<file path="src/rtl/serial_motor_command_receiver_defines.svh">
// assertion macros shared by the serial motor command receiver modules
`ifndef SERIAL_MOTOR_COMMAND_RECEIVER_DEFINES_SVH
`define SERIAL_MOTOR_COMMAND_RECEIVER_DEFINES_SVH

// condition must hold in the same cycle, sampled on clk, off during reset
`define SMCR_ASSERT_HOLDS(label, ante, cons) \
    label: assert property (@(posedge clk) disable iff (!rst_n) (ante) |-> (cons)) \
        else $error("smcr check failed");

// condition must hold in the cycle after the antecedent
`define SMCR_ASSERT_NEXT(label, ante, cons) \
    label: assert property (@(posedge clk) disable iff (!rst_n) (ante) |=> (cons)) \
        else $error("smcr check failed");

`endif

</file>
<file path="src/rtl/smcr_pkg.sv">
// shared types and constants of the serial motor command receiver
`default_nettype none

package smcr_pkg;

    // sizing
    localparam int MOTOR_COUNT_MAX = 4;
    localparam int MOTOR_COUNT_DEF = 4;
    localparam int QUEUE_DEPTH     = 2;
    localparam int CFG_INDEX_W     = 2;

    // configuration register indexes
    localparam logic [CFG_INDEX_W-1:0] CFG_NODE_ADDRESS  = CFG_INDEX_W'(0);
    localparam logic [CFG_INDEX_W-1:0] CFG_TIMEOUT_TICKS = CFG_INDEX_W'(1);

    // configuration reset values
    localparam logic [7:0] NODE_ADDRESS_RST  = 8'h20;
    localparam logic [7:0] TIMEOUT_TICKS_RST = 8'd10;

    // protocol characters
    localparam logic [7:0] CH_AT      = 8'h40;
    localparam logic [7:0] CH_DOLLAR  = 8'h24;
    localparam logic [7:0] CH_PERCENT = 8'h25;
    localparam logic [7:0] CH_D       = 8'h44;
    localparam logic [7:0] CH_R       = 8'h52;
    localparam logic [7:0] CH_CR      = 8'h0D;
    localparam logic [7:0] CH_LF      = 8'h0A;

    // full drive when the override switch is pressed
    localparam logic [7:0] DRIVE_OVERRIDE = 8'hFF;

    typedef enum logic [1:0] {
        OP_BYTE  = 2'd0,
        OP_TICK  = 2'd1,
        OP_DRIVE = 2'd2,
        OP_NONE  = 2'd3
    } opcode_t;

    typedef enum logic [2:0] {
        CLS_OTHER,
        CLS_AT,
        CLS_DOLLAR,
        CLS_PERCENT,
        CLS_D,
        CLS_R,
        CLS_CR,
        CLS_LF
    } byte_class_t;

    // input request
    typedef struct packed {
        logic [1:0] opcode;
        logic [7:0] rx_byte;
        logic       switch_pressed;
        logic       power_fault;
    } in_item_t;

    // result request
    typedef struct packed {
        logic [7:0] drive_0;
        logic [7:0] drive_1;
        logic [7:0] drive_2;
        logic [7:0] drive_3;
        logic       link_ok;
        logic       line_busy;
        logic       frame_done;
    } out_item_t;

    // classified command between front and back
    typedef struct packed {
        opcode_t     kind;
        byte_class_t cls;
        logic [7:0]  value;
        logic        switch_pressed;
        logic        power_fault;
    } cmd_t;

    // configuration write
    typedef struct packed {
        logic                   valid;
        logic [CFG_INDEX_W-1:0] index;
        logic [7:0]             data;
    } cfg_req_t;

endpackage

`default_nettype wire

</file>
<file path="src/rtl/serial_motor_command_receiver.sv">
// Serial motor command receiver, top level.
//
// Input channel: present an item with push; it is taken at a clock edge where
// push is high and full is low. Opcode 0 feeds a received bus byte to the
// frame parser, 1 is a watchdog tick, 2 refreshes the motor drive bytes.
// Result channel: every item gives exactly one result. While empty is low the
// oldest result is on the result port; pop with empty low takes it.
// Configuration: cfg_valid with cfg_index and cfg_data writes node address
// (index 0) or timeout ticks (index 1); cfg_ready is always high. Write only
// while no item is in flight.
// The accepting edge writes the item into the front queue; the back end's state
// update then writes its result into the result queue, where it shows.
// One item per cycle is sustained while the result queue has room; the back
// end updates its state as it takes each command.
// When pop is held low the result queue fills, the back end holds, the front
// queue fills and full rises; no request is lost.
// Reset clears both queues, all frame and watchdog state, the command and
// drive bytes, and loads node address 0x20 and timeout 10.
`default_nettype none

module serial_motor_command_receiver #(
    parameter int MOTOR_COUNT = smcr_pkg::MOTOR_COUNT_DEF,
    parameter int QUEUE_DEPTH = smcr_pkg::QUEUE_DEPTH
) (
    input  wire logic                            clk,
    input  wire logic                            rst_n,
    input  wire smcr_pkg::in_item_t              item,
    input  wire logic                            push,
    output logic                                 full,
    output smcr_pkg::out_item_t                  result,
    input  wire logic                            pop,
    output logic                                 empty,
    input  wire logic                            cfg_valid,
    output logic                                 cfg_ready,
    input  wire logic [smcr_pkg::CFG_INDEX_W-1:0] cfg_index,
    input  wire logic [7:0]                      cfg_data
);

    smcr_pkg::cmd_t      cmd;
    smcr_pkg::out_item_t res;
    smcr_pkg::cfg_req_t  cfg;
    logic                cmd_valid;
    logic                cmd_take;
    logic                res_push;
    logic                res_full;

    // configuration request
    assign cfg_ready = 1'b1;
    assign cfg.valid = cfg_valid && cfg_ready;
    assign cfg.index = cfg_index;
    assign cfg.data  = cfg_data;

    // front end
    smcr_front #(
        .QUEUE_DEPTH (QUEUE_DEPTH)
    ) u_front (
        .clk       (clk),
        .rst_n     (rst_n),
        .item      (item),
        .push      (push),
        .full      (full),
        .cmd_valid (cmd_valid),
        .cmd       (cmd),
        .cmd_take  (cmd_take)
    );

    // back end
    smcr_back #(
        .MOTOR_COUNT (MOTOR_COUNT)
    ) u_back (
        .clk       (clk),
        .rst_n     (rst_n),
        .cfg       (cfg),
        .cmd_valid (cmd_valid),
        .cmd       (cmd),
        .cmd_take  (cmd_take),
        .res_full  (res_full),
        .res_push  (res_push),
        .res       (res)
    );

    // result queue
    smcr_queue #(
        .DEPTH  (QUEUE_DEPTH),
        .data_t (smcr_pkg::out_item_t)
    ) u_res_queue (
        .clk   (clk),
        .rst_n (rst_n),
        .push  (res_push),
        .wdata (res),
        .full  (res_full),
        .pop   (pop),
        .rdata (result),
        .empty (empty)
    );

endmodule

`default_nettype wire

</file>
<file path="src/rtl/smcr_queue.sv">
// small first-in first-out queue with push/full and pop/empty sides
`default_nettype none
`include "serial_motor_command_receiver_defines.svh"

module smcr_queue #(
    parameter int  DEPTH  = smcr_pkg::QUEUE_DEPTH,
    parameter type data_t = smcr_pkg::cmd_t
) (
    input  wire logic  clk,
    input  wire logic  rst_n,
    input  wire logic  push,
    input  wire data_t wdata,
    output logic       full,
    input  wire logic  pop,
    output data_t      rdata,
    output logic       empty
);

    // depth of two or more
    localparam int PTR_W = $clog2(DEPTH);
    localparam int CNT_W = $clog2(DEPTH + 1);

    data_t              mem_reg [DEPTH];
    logic [PTR_W-1:0]   wr_ptr_reg;
    logic [PTR_W-1:0]   wr_ptr_next;
    logic [PTR_W-1:0]   rd_ptr_reg;
    logic [PTR_W-1:0]   rd_ptr_next;
    logic [CNT_W-1:0]   count_reg;
    logic [CNT_W-1:0]   count_next;
    logic               do_push;
    logic               do_pop;

    // status
    assign full    = (count_reg == CNT_W'(DEPTH));
    assign empty   = (count_reg == '0);
    assign do_push = push && !full;
    assign do_pop  = pop && !empty;
    assign rdata   = mem_reg[rd_ptr_reg];

    // pointer and count update
    always_comb
    begin
        wr_ptr_next = wr_ptr_reg;
        rd_ptr_next = rd_ptr_reg;
        count_next  = count_reg;
        if (do_push)
        begin
            wr_ptr_next = (wr_ptr_reg == PTR_W'(DEPTH - 1)) ? '0 : wr_ptr_reg + 1'b1;
        end
        if (do_pop)
        begin
            rd_ptr_next = (rd_ptr_reg == PTR_W'(DEPTH - 1)) ? '0 : rd_ptr_reg + 1'b1;
        end
        if (do_push && !do_pop)
        begin
            count_next = count_reg + 1'b1;
        end
        else if (do_pop && !do_push)
        begin
            count_next = count_reg - 1'b1;
        end
    end

    always_ff @(posedge clk or negedge rst_n)
    begin
        if (!rst_n)
        begin
            wr_ptr_reg <= '0;
            rd_ptr_reg <= '0;
            count_reg  <= '0;
        end
        else
        begin
            wr_ptr_reg <= wr_ptr_next;
            rd_ptr_reg <= rd_ptr_next;
            count_reg  <= count_next;
        end
    end

    // storage, no reset needed
    always_ff @(posedge clk)
    begin
        if (do_push)
        begin
            mem_reg[wr_ptr_reg] <= wdata;
        end
    end

    // checks
    `SMCR_ASSERT_HOLDS(a_count_bound, 1'b1, count_reg <= CNT_W'(DEPTH))
    `SMCR_ASSERT_NEXT(a_push_grows, do_push && !do_pop, count_reg == $past(count_reg) + 1'b1)
    `SMCR_ASSERT_NEXT(a_pop_shrinks, do_pop && !do_push, count_reg == $past(count_reg) - 1'b1)

endmodule

`default_nettype wire

</file>
<file path="src/rtl/smcr_front.sv">
// front end: accepts input requests, classifies them and queues commands
`default_nettype none

module smcr_front #(
    parameter int QUEUE_DEPTH = smcr_pkg::QUEUE_DEPTH
) (
    input  wire logic             clk,
    input  wire logic             rst_n,
    input  wire smcr_pkg::in_item_t item,
    input  wire logic             push,
    output logic                  full,
    output logic                  cmd_valid,
    output smcr_pkg::cmd_t        cmd,
    input  wire logic             cmd_take
);

    smcr_pkg::cmd_t        cmd_in;
    smcr_pkg::byte_class_t cls;
    logic                  cmd_empty;

    // byte classification
    always_comb
    begin
        unique case (item.rx_byte)
            smcr_pkg::CH_AT:      cls = smcr_pkg::CLS_AT;
            smcr_pkg::CH_DOLLAR:  cls = smcr_pkg::CLS_DOLLAR;
            smcr_pkg::CH_PERCENT: cls = smcr_pkg::CLS_PERCENT;
            smcr_pkg::CH_D:       cls = smcr_pkg::CLS_D;
            smcr_pkg::CH_R:       cls = smcr_pkg::CLS_R;
            smcr_pkg::CH_CR:      cls = smcr_pkg::CLS_CR;
            smcr_pkg::CH_LF:      cls = smcr_pkg::CLS_LF;
            default:              cls = smcr_pkg::CLS_OTHER;
        endcase
    end

    // command build
    always_comb
    begin
        cmd_in.kind           = smcr_pkg::opcode_t'(item.opcode);
        cmd_in.cls            = cls;
        cmd_in.value          = item.rx_byte;
        cmd_in.switch_pressed = item.switch_pressed;
        cmd_in.power_fault    = item.power_fault;
    end

    // decoupling queue toward the back end
    smcr_queue #(
        .DEPTH  (QUEUE_DEPTH),
        .data_t (smcr_pkg::cmd_t)
    ) u_cmd_queue (
        .clk   (clk),
        .rst_n (rst_n),
        .push  (push),
        .wdata (cmd_in),
        .full  (full),
        .pop   (cmd_take),
        .rdata (cmd),
        .empty (cmd_empty)
    );

    assign cmd_valid = !cmd_empty;

endmodule

`default_nettype wire

</file>
<file path="src/rtl/smcr_back.sv">
// back end: frame parser, watchdog, drive update and configuration registers
`default_nettype none
`include "serial_motor_command_receiver_defines.svh"

module smcr_back #(
    parameter int MOTOR_COUNT = smcr_pkg::MOTOR_COUNT_DEF
) (
    input  wire logic               clk,
    input  wire logic               rst_n,
    input  wire smcr_pkg::cfg_req_t cfg,
    input  wire logic               cmd_valid,
    input  wire smcr_pkg::cmd_t     cmd,
    output logic                    cmd_take,
    input  wire logic               res_full,
    output logic                    res_push,
    output smcr_pkg::out_item_t     res
);

    typedef enum logic [1:0] {
        PH_IDLE = 2'd0,
        PH_ADDR = 2'd1,
        PH_DATA = 2'd2
    } phase_t;

    phase_t      phase_reg, phase_next;
    logic        addr_armed_reg, addr_armed_next;
    logic [2:0]  idx_reg, idx_next;
    logic        start_armed_reg, start_armed_next;
    logic        end_armed_reg, end_armed_next;
    logic        busy_reg, busy_next;
    logic [7:0]  tick_reg, tick_next;
    logic        lamp_reg, lamp_next;
    logic [7:0]  node_reg;
    logic [7:0]  timeout_reg;
    logic [7:0]  hold_reg [3];
    logic        hold_we;
    logic [1:0]  hold_sel;
    logic [7:0]  cmd_reg [MOTOR_COUNT];
    logic [7:0]  cmd_next [MOTOR_COUNT];
    logic [7:0]  applied_reg [MOTOR_COUNT];
    logic [7:0]  applied_next [MOTOR_COUNT];
    logic        done;
    logic [7:0]  tick_inc;
    logic        header_ok;
    logic        tick_take;
    logic [smcr_pkg::MOTOR_COUNT_MAX-1:0][7:0] pay;
    logic [smcr_pkg::MOTOR_COUNT_MAX-1:0][7:0] drv;

    // one command per cycle while the result side has room
    assign cmd_take = cmd_valid && !res_full;
    assign res_push = cmd_take;
    assign tick_take = cmd_take && (cmd.kind == smcr_pkg::OP_TICK);

    // payload assembled from held bytes and the current byte
    assign pay      = {cmd.value, hold_reg[2], hold_reg[1], hold_reg[0]};
    assign tick_inc = tick_reg + 8'd1;
    assign hold_sel = 2'(idx_reg - 3'd3);
    assign header_ok = (idx_reg == 3'd0) ? (cmd.cls == smcr_pkg::CLS_D)
                                         : (cmd.cls == smcr_pkg::CLS_R);

    // command execution
    always_comb
    begin
        phase_next       = phase_reg;
        addr_armed_next  = addr_armed_reg;
        idx_next         = idx_reg;
        start_armed_next = start_armed_reg;
        end_armed_next   = end_armed_reg;
        busy_next        = busy_reg;
        tick_next        = tick_reg;
        lamp_next        = lamp_reg;
        hold_we          = 1'b0;
        done             = 1'b0;
        cmd_next         = cmd_reg;
        applied_next     = applied_reg;

        unique case (cmd.kind)
            smcr_pkg::OP_BYTE:
            begin
                // frame phase
                unique case (phase_reg)
                    PH_ADDR:
                    begin
                        if (addr_armed_reg)
                        begin
                            if (cmd.value == node_reg)
                            begin
                                phase_next = PH_DATA;
                                idx_next   = 3'd0;
                            end
                            else
                            begin
                                phase_next = PH_IDLE;
                            end
                            addr_armed_next = 1'b0;
                        end
                        else if (cmd.cls == smcr_pkg::CLS_AT)
                        begin
                            addr_armed_next = 1'b1;
                        end
                    end
                    PH_DATA:
                    begin
                        hold_we = (idx_reg >= 3'd3) && (idx_reg <= 3'd5);
                        if (idx_reg < 3'd2)
                        begin
                            if (!header_ok)
                            begin
                                phase_next = PH_IDLE;
                                lamp_next  = 1'b0;
                            end
                        end
                        else if (idx_reg >= 3'd6)
                        begin
                            for (int i = 0; i < MOTOR_COUNT; i++)
                            begin
                                cmd_next[i] = pay[i];
                            end
                            phase_next = PH_IDLE;
                            tick_next  = 8'd0;
                            lamp_next  = 1'b1;
                            done       = 1'b1;
                        end
                        idx_next = idx_reg + 3'd1;
                    end
                    default:
                    begin
                    end
                endcase

                // start code
                if (start_armed_reg)
                begin
                    if (cmd.cls == smcr_pkg::CLS_DOLLAR)
                    begin
                        start_armed_next = 1'b0;
                        phase_next       = PH_ADDR;
                        idx_next         = 3'd0;
                        busy_next        = 1'b1;
                    end
                end
                else if (cmd.cls == smcr_pkg::CLS_PERCENT)
                begin
                    start_armed_next = 1'b1;
                end

                // end code
                if (end_armed_reg)
                begin
                    if (cmd.cls == smcr_pkg::CLS_LF)
                    begin
                        end_armed_next = 1'b0;
                        busy_next      = 1'b0;
                    end
                end
                else if (cmd.cls == smcr_pkg::CLS_CR)
                begin
                    end_armed_next = 1'b1;
                end
            end
            smcr_pkg::OP_TICK:
            begin
                // watchdog
                if (tick_inc > timeout_reg)
                begin
                    tick_next = 8'd0;
                    lamp_next = 1'b0;
                    for (int i = 0; i < MOTOR_COUNT; i++)
                    begin
                        cmd_next[i] = 8'd0;
                    end
                end
                else
                begin
                    tick_next = tick_inc;
                end
            end
            smcr_pkg::OP_DRIVE:
            begin
                // override, power fault, then apply
                if (cmd.switch_pressed)
                begin
                    cmd_next[0] = smcr_pkg::DRIVE_OVERRIDE;
                end
                if (cmd.power_fault)
                begin
                    for (int i = 0; i < MOTOR_COUNT; i++)
                    begin
                        cmd_next[i] = 8'd0;
                    end
                end
                applied_next = cmd_next;
            end
            smcr_pkg::OP_NONE:
            begin
            end
        endcase
    end

    // result fields, absent motors read zero
    always_comb
    begin
        drv = '0;
        for (int i = 0; i < MOTOR_COUNT; i++)
        begin
            drv[i] = applied_next[i];
        end
        res.drive_0    = drv[0];
        res.drive_1    = drv[1];
        res.drive_2    = drv[2];
        res.drive_3    = drv[3];
        res.link_ok    = lamp_next;
        res.line_busy  = busy_next;
        res.frame_done = done;
    end

    // state registers
    always_ff @(posedge clk or negedge rst_n)
    begin
        if (!rst_n)
        begin
            phase_reg       <= PH_IDLE;
            addr_armed_reg  <= 1'b0;
            idx_reg         <= 3'd0;
            start_armed_reg <= 1'b0;
            end_armed_reg   <= 1'b0;
            busy_reg        <= 1'b0;
            tick_reg        <= 8'd0;
            lamp_reg        <= 1'b0;
            for (int i = 0; i < MOTOR_COUNT; i++)
            begin
                cmd_reg[i]     <= 8'd0;
                applied_reg[i] <= 8'd0;
            end
        end
        else if (cmd_take)
        begin
            phase_reg       <= phase_next;
            addr_armed_reg  <= addr_armed_next;
            idx_reg         <= idx_next;
            start_armed_reg <= start_armed_next;
            end_armed_reg   <= end_armed_next;
            busy_reg        <= busy_next;
            tick_reg        <= tick_next;
            lamp_reg        <= lamp_next;
            cmd_reg         <= cmd_next;
            applied_reg     <= applied_next;
        end
    end

    // payload hold bytes, written before read within a frame
    always_ff @(posedge clk)
    begin
        if (cmd_take && hold_we)
        begin
            hold_reg[hold_sel] <= cmd.value;
        end
    end

    // configuration registers
    always_ff @(posedge clk or negedge rst_n)
    begin
        if (!rst_n)
        begin
            node_reg    <= smcr_pkg::NODE_ADDRESS_RST;
            timeout_reg <= smcr_pkg::TIMEOUT_TICKS_RST;
        end
        else if (cfg.valid)
        begin
            unique case (cfg.index)
                smcr_pkg::CFG_NODE_ADDRESS:  node_reg    <= cfg.data;
                smcr_pkg::CFG_TIMEOUT_TICKS: timeout_reg <= cfg.data;
                default:
                begin
                end
            endcase
        end
    end

    // checks
    `SMCR_ASSERT_HOLDS(a_done_lamp, res_push && res.frame_done, res.link_ok)
    `SMCR_ASSERT_HOLDS(a_done_byte, res_push && res.frame_done, cmd.kind == smcr_pkg::OP_BYTE)
    `SMCR_ASSERT_NEXT(a_tick_bound, tick_take, tick_reg <= $past(timeout_reg))

endmodule

`default_nettype wire
</file>
<file path="config.mk">
export PLATFORM = sky130hd
export DESIGN_NAME = serial_motor_command_receiver
export DESIGN_NICKNAME = d
export VERILOG_FILES = /design/src/rtl/smcr_pkg.sv /design/src/rtl/serial_motor_command_receiver.sv /design/src/rtl/smcr_queue.sv /design/src/rtl/smcr_front.sv /design/src/rtl/smcr_back.sv
export VERILOG_INCLUDE_DIRS = /design/src /design/src/rtl
export SDC_FILE = /design/constraint.sdc
export NUM_CORES = 1
export LEC_CHECK = 0
export BUFFER_PORTS_ARGS = -buffer_cell sky130_fd_sc_hd__buf_2
export CAP_MARGIN = 15
export CELL_PAD_IN_SITES_DETAIL_PLACEMENT = 0
export CELL_PAD_IN_SITES_GLOBAL_PLACEMENT = 1
export CORE_MARGIN = 3
export CORE_UTILIZATION = 30
export DETAILED_ROUTE_END_ITERATION = 16
export PLACE_DENSITY_LB_ADDON = 0.1
export SLEW_MARGIN = 10
export SYNTH_ARGS = -nofsm -noshare
export SYNTH_HDL_FRONTEND = slang
export SYNTH_SLANG_ARGS = --single-unit
</file>
<file path="constraint.sdc">
create_clock -name clk -period 6.9 [get_ports clk]
set_input_delay 1.035 -clock clk [delete_from_list [all_inputs] [get_ports clk]]
set_output_delay 1.035 -clock clk [all_outputs]
set_load 0.02 [all_outputs]
</file>
==> metrics <==
r2r startpoint u_front.u_cmd_queue.rd_ptr_reg; Post-CTS Setup Inserts 0; post-synth top area cell edfxtp_1; Worst-path clk slew about 0.060 ns; crit path launch u_front.u_cmd_queue.rd_ptr_reg; Power Density about 480 nW/µm²; register area around 6400 µm²; core area between 30000 and 40000 µm²; worst-skew pair later-pin latency about 0.52 ns; CTS sink cnt 230; Critical Path AT 4.28 ns; top_reg_cell synth edfxtp_1; IO Port Bufs 63; Via density about 4.5; Mean Syn Cell Area 13.4 µm²; critical path fanouts, max 24; vias in the first global route 6055; dominant cells by area after synthesis edfxtp_1 38%, dfrtp_1 26%, mux2_2 8.8%; fraction of registers with async set/reset 0.461; max reg flops 70; worst reg2reg setup slack 3.02 ns; final setup violation count 0; Hold Vio Cnt, Final 0; Post-synth EDFFs 124; run status finished clean; final number of max-transition violations 0; area grow syn2layout 17.5%; width of the die ~190 µm; Pwr Total 5580 µW; Avg WL per Cell between 15 and 20 µm; total track usage 0.114; Yosys warning count 0; MaxCap Viol Count 0; nets 850; first-pass GRT wire length 32.7 mm; #FFs+latches synth 230; Seq/Total Area, Yosys 0.650; RR Endpoint u_back.cmd_reg[20]; CTS tree yes; cell area after layout 11500 µm²; Initial DRC Count 281; critical path class register to register; CP endpoint kind register; Antenna Cells 0; floorplan row count between 60 and 70; root buffer cell clkbuf_16; total gr overflow 0; VDD IR-drop max 0.176 mV; Routed Antenna Nets 0; FF-to-FF path depth 9; RSZ-0062 raised after global routing no; crit path launch type register; initial core utilization 0.308; Clock Skews 0.0130 ns; slew at the pin closest to its max-slew limit approximately 1.1 ns; fraction of layout cells with a size suffix above 1 0.247; DRT Pass-1 Iters 4; CTS buffer count 26; post-route minimum period 3.88 ns; most common cell after layout, fill and taps aside edfxtp_1; Die Area 34900 µm²; final setup TNS 0 ns; WL final 19.8 mm; area of the multi-input gates 3060 µm²; Detail Placement HPWL 13.7 mm; Ports 65; P_leak 0.00468 µW; HP Class input pin to async pin; DRC viols 0; largest net degree at the start of global routing 78; clock tree buffer depth 3; Max Clock Freq 258 MHz; placed cell area 10600 µm²; most frequent cells in the layout 124 x edfxtp_1, 103 x dfrtp_1, 77 x mux2_2; hold buffer count at cts 0; Syn Nets 781; DIE HEIGHT 187 µm; htree depth 1; share of the synthesized area in the top cell type 0.379; Slew Limit Headroom 0.271; WP data required 7.30 ns; Mapped Cells 730; Final period util 0.563; synth unique cells 55; initial antenna violation count 0; GP Congestion 0.750; Post-Syn Area 9810 µm²; vias 5643; Post-CTS Resized 0; filler instances 3146
==> cell type report <==
cell class | count | share of cell area
clock buffer | 32 | 0.0638
clock inverter | 16 | 0.0164
inverter | 68 | 0.0221
multi-input combinational | 404 | 0.266
sequential | 230 | 0.553
tap | 435 | 0.0472
timing repair buffer | 69 | 0.0315
==> synth_stat cells (2+ instances only) <==
| cell type | count |
|---|---|
| nand4b_1 | 2 |
| nor2b_1 | 3 |
| dfrtp_1 | 103 |
| dfstp_2 | 3 |
| inv_1 | 67 |
| and2_1 | 5 |
| nand2_1 | 55 |
| buf_2 | 5 |
| nand4_1 | 4 |
| o21ai_0 | 63 |
| ha_1 | 24 |
| o22ai_1 | 4 |
| nand3b_1 | 2 |
| xor2_1 | 7 |
| and3_1 | 3 |
| buf_4 | 3 |
| o2bb2ai_1 | 2 |
| a22o_1 | 25 |
| nor4_1 | 2 |
| o211ai_1 | 6 |
| o31ai_1 | 2 |
| a32oi_1 | 2 |
| mux2i_1 | 13 |
| xnor2_1 | 18 |
| edfxtp_1 | 124 |
| a211oi_1 | 3 |
| mux2_2 | 77 |
| a32o_1 | 6 |
| clkbuf_1 | 16 |
| a21oi_1 | 26 |
| buf_1 | 3 |
| nand2b_1 | 5 |
| nor3_1 | 6 |
| nor2_1 | 17 |
| nand3_1 | 4 |
==> worst max path at each step <==
stage	endpoint	slack, ns	depth (start not counted)
2_1_floorplan	u_back.hold_reg[1][0]	4.15	10
3_3_place_gp	u_back.cmd_reg[22]	3.02	7
3_5_place_dp	u_back.cmd_reg[13]	2.84	7
4_1_cts	u_back.cmd_reg[19]	2.81	7
5_1_grt	u_back.cmd_reg[12]	2.66	9
6_report	u_back.cmd_reg[20]	3.02	9
==> power by group <==
part / leakage [µW] / internal [µW] / switching [µW]
clock: 0.000458 / 907 / 540
combinational: 0.00169 / 707 / 1160
sequential: 0.00253 / 2060 / 207
total: 0.00468 / 3680 / 1900
==> layer usage <==
metal  track usage  share of wire  vias to the layer above
li1              -              -                     2764
met1         0.148           0.46                     2752
met2         0.194           0.47                      101
met3        0.0240          0.046                       26
met4        0.0305          0.017                        0
met5             0              0                        -
==> metrics by stage <==
step | std cells | setup WS, ns | hold slack, ns | util
finish | 1254 | 3.02 | 0.439 | 0.362
global route | 1254 | 2.66 | 0.446 | 0.362
floorplan | 730 | 4.15 | 0.449 | -
global placement | 1206 | 3.02 | 0.458 | 0.333
detailed placement | 1206 | 2.84 | 0.457 | 0.333
CTS | 1254 | 2.81 | 0.433 | 0.362
==> kinds of logic after synthesis <==
| kind of cell | after synthesis | synth area share |
|---|---|---|
| and+or+nand+nor | 113 | 0.0548 |
| adders and majority gates | 24 | 0.0306 |
| DFF | 230 | 0.650 |
| other | 1 | 0.000382 |
| AOI/OAI and AO/OA | 148 | 0.0956 |
| muxes | 93 | 0.107 |
| buffers and inverters | 96 | 0.0393 |
| xor gates and xnor gates | 25 | 0.0223 |
==> critical path, cell delays in order, from the launching register on <==
cell and delay, ns:
dfrtp_1 1.00, mux2i_1 0.40, inv_1 0.11, ha_1 0.22, inv_1 0.14, nor3_1 0.08
nor4_1 0.17, o31a_1 0.57, nand2_1 0.68, a22o_1 0.39
Note: power is estimated with default switching activity, not from simulation.
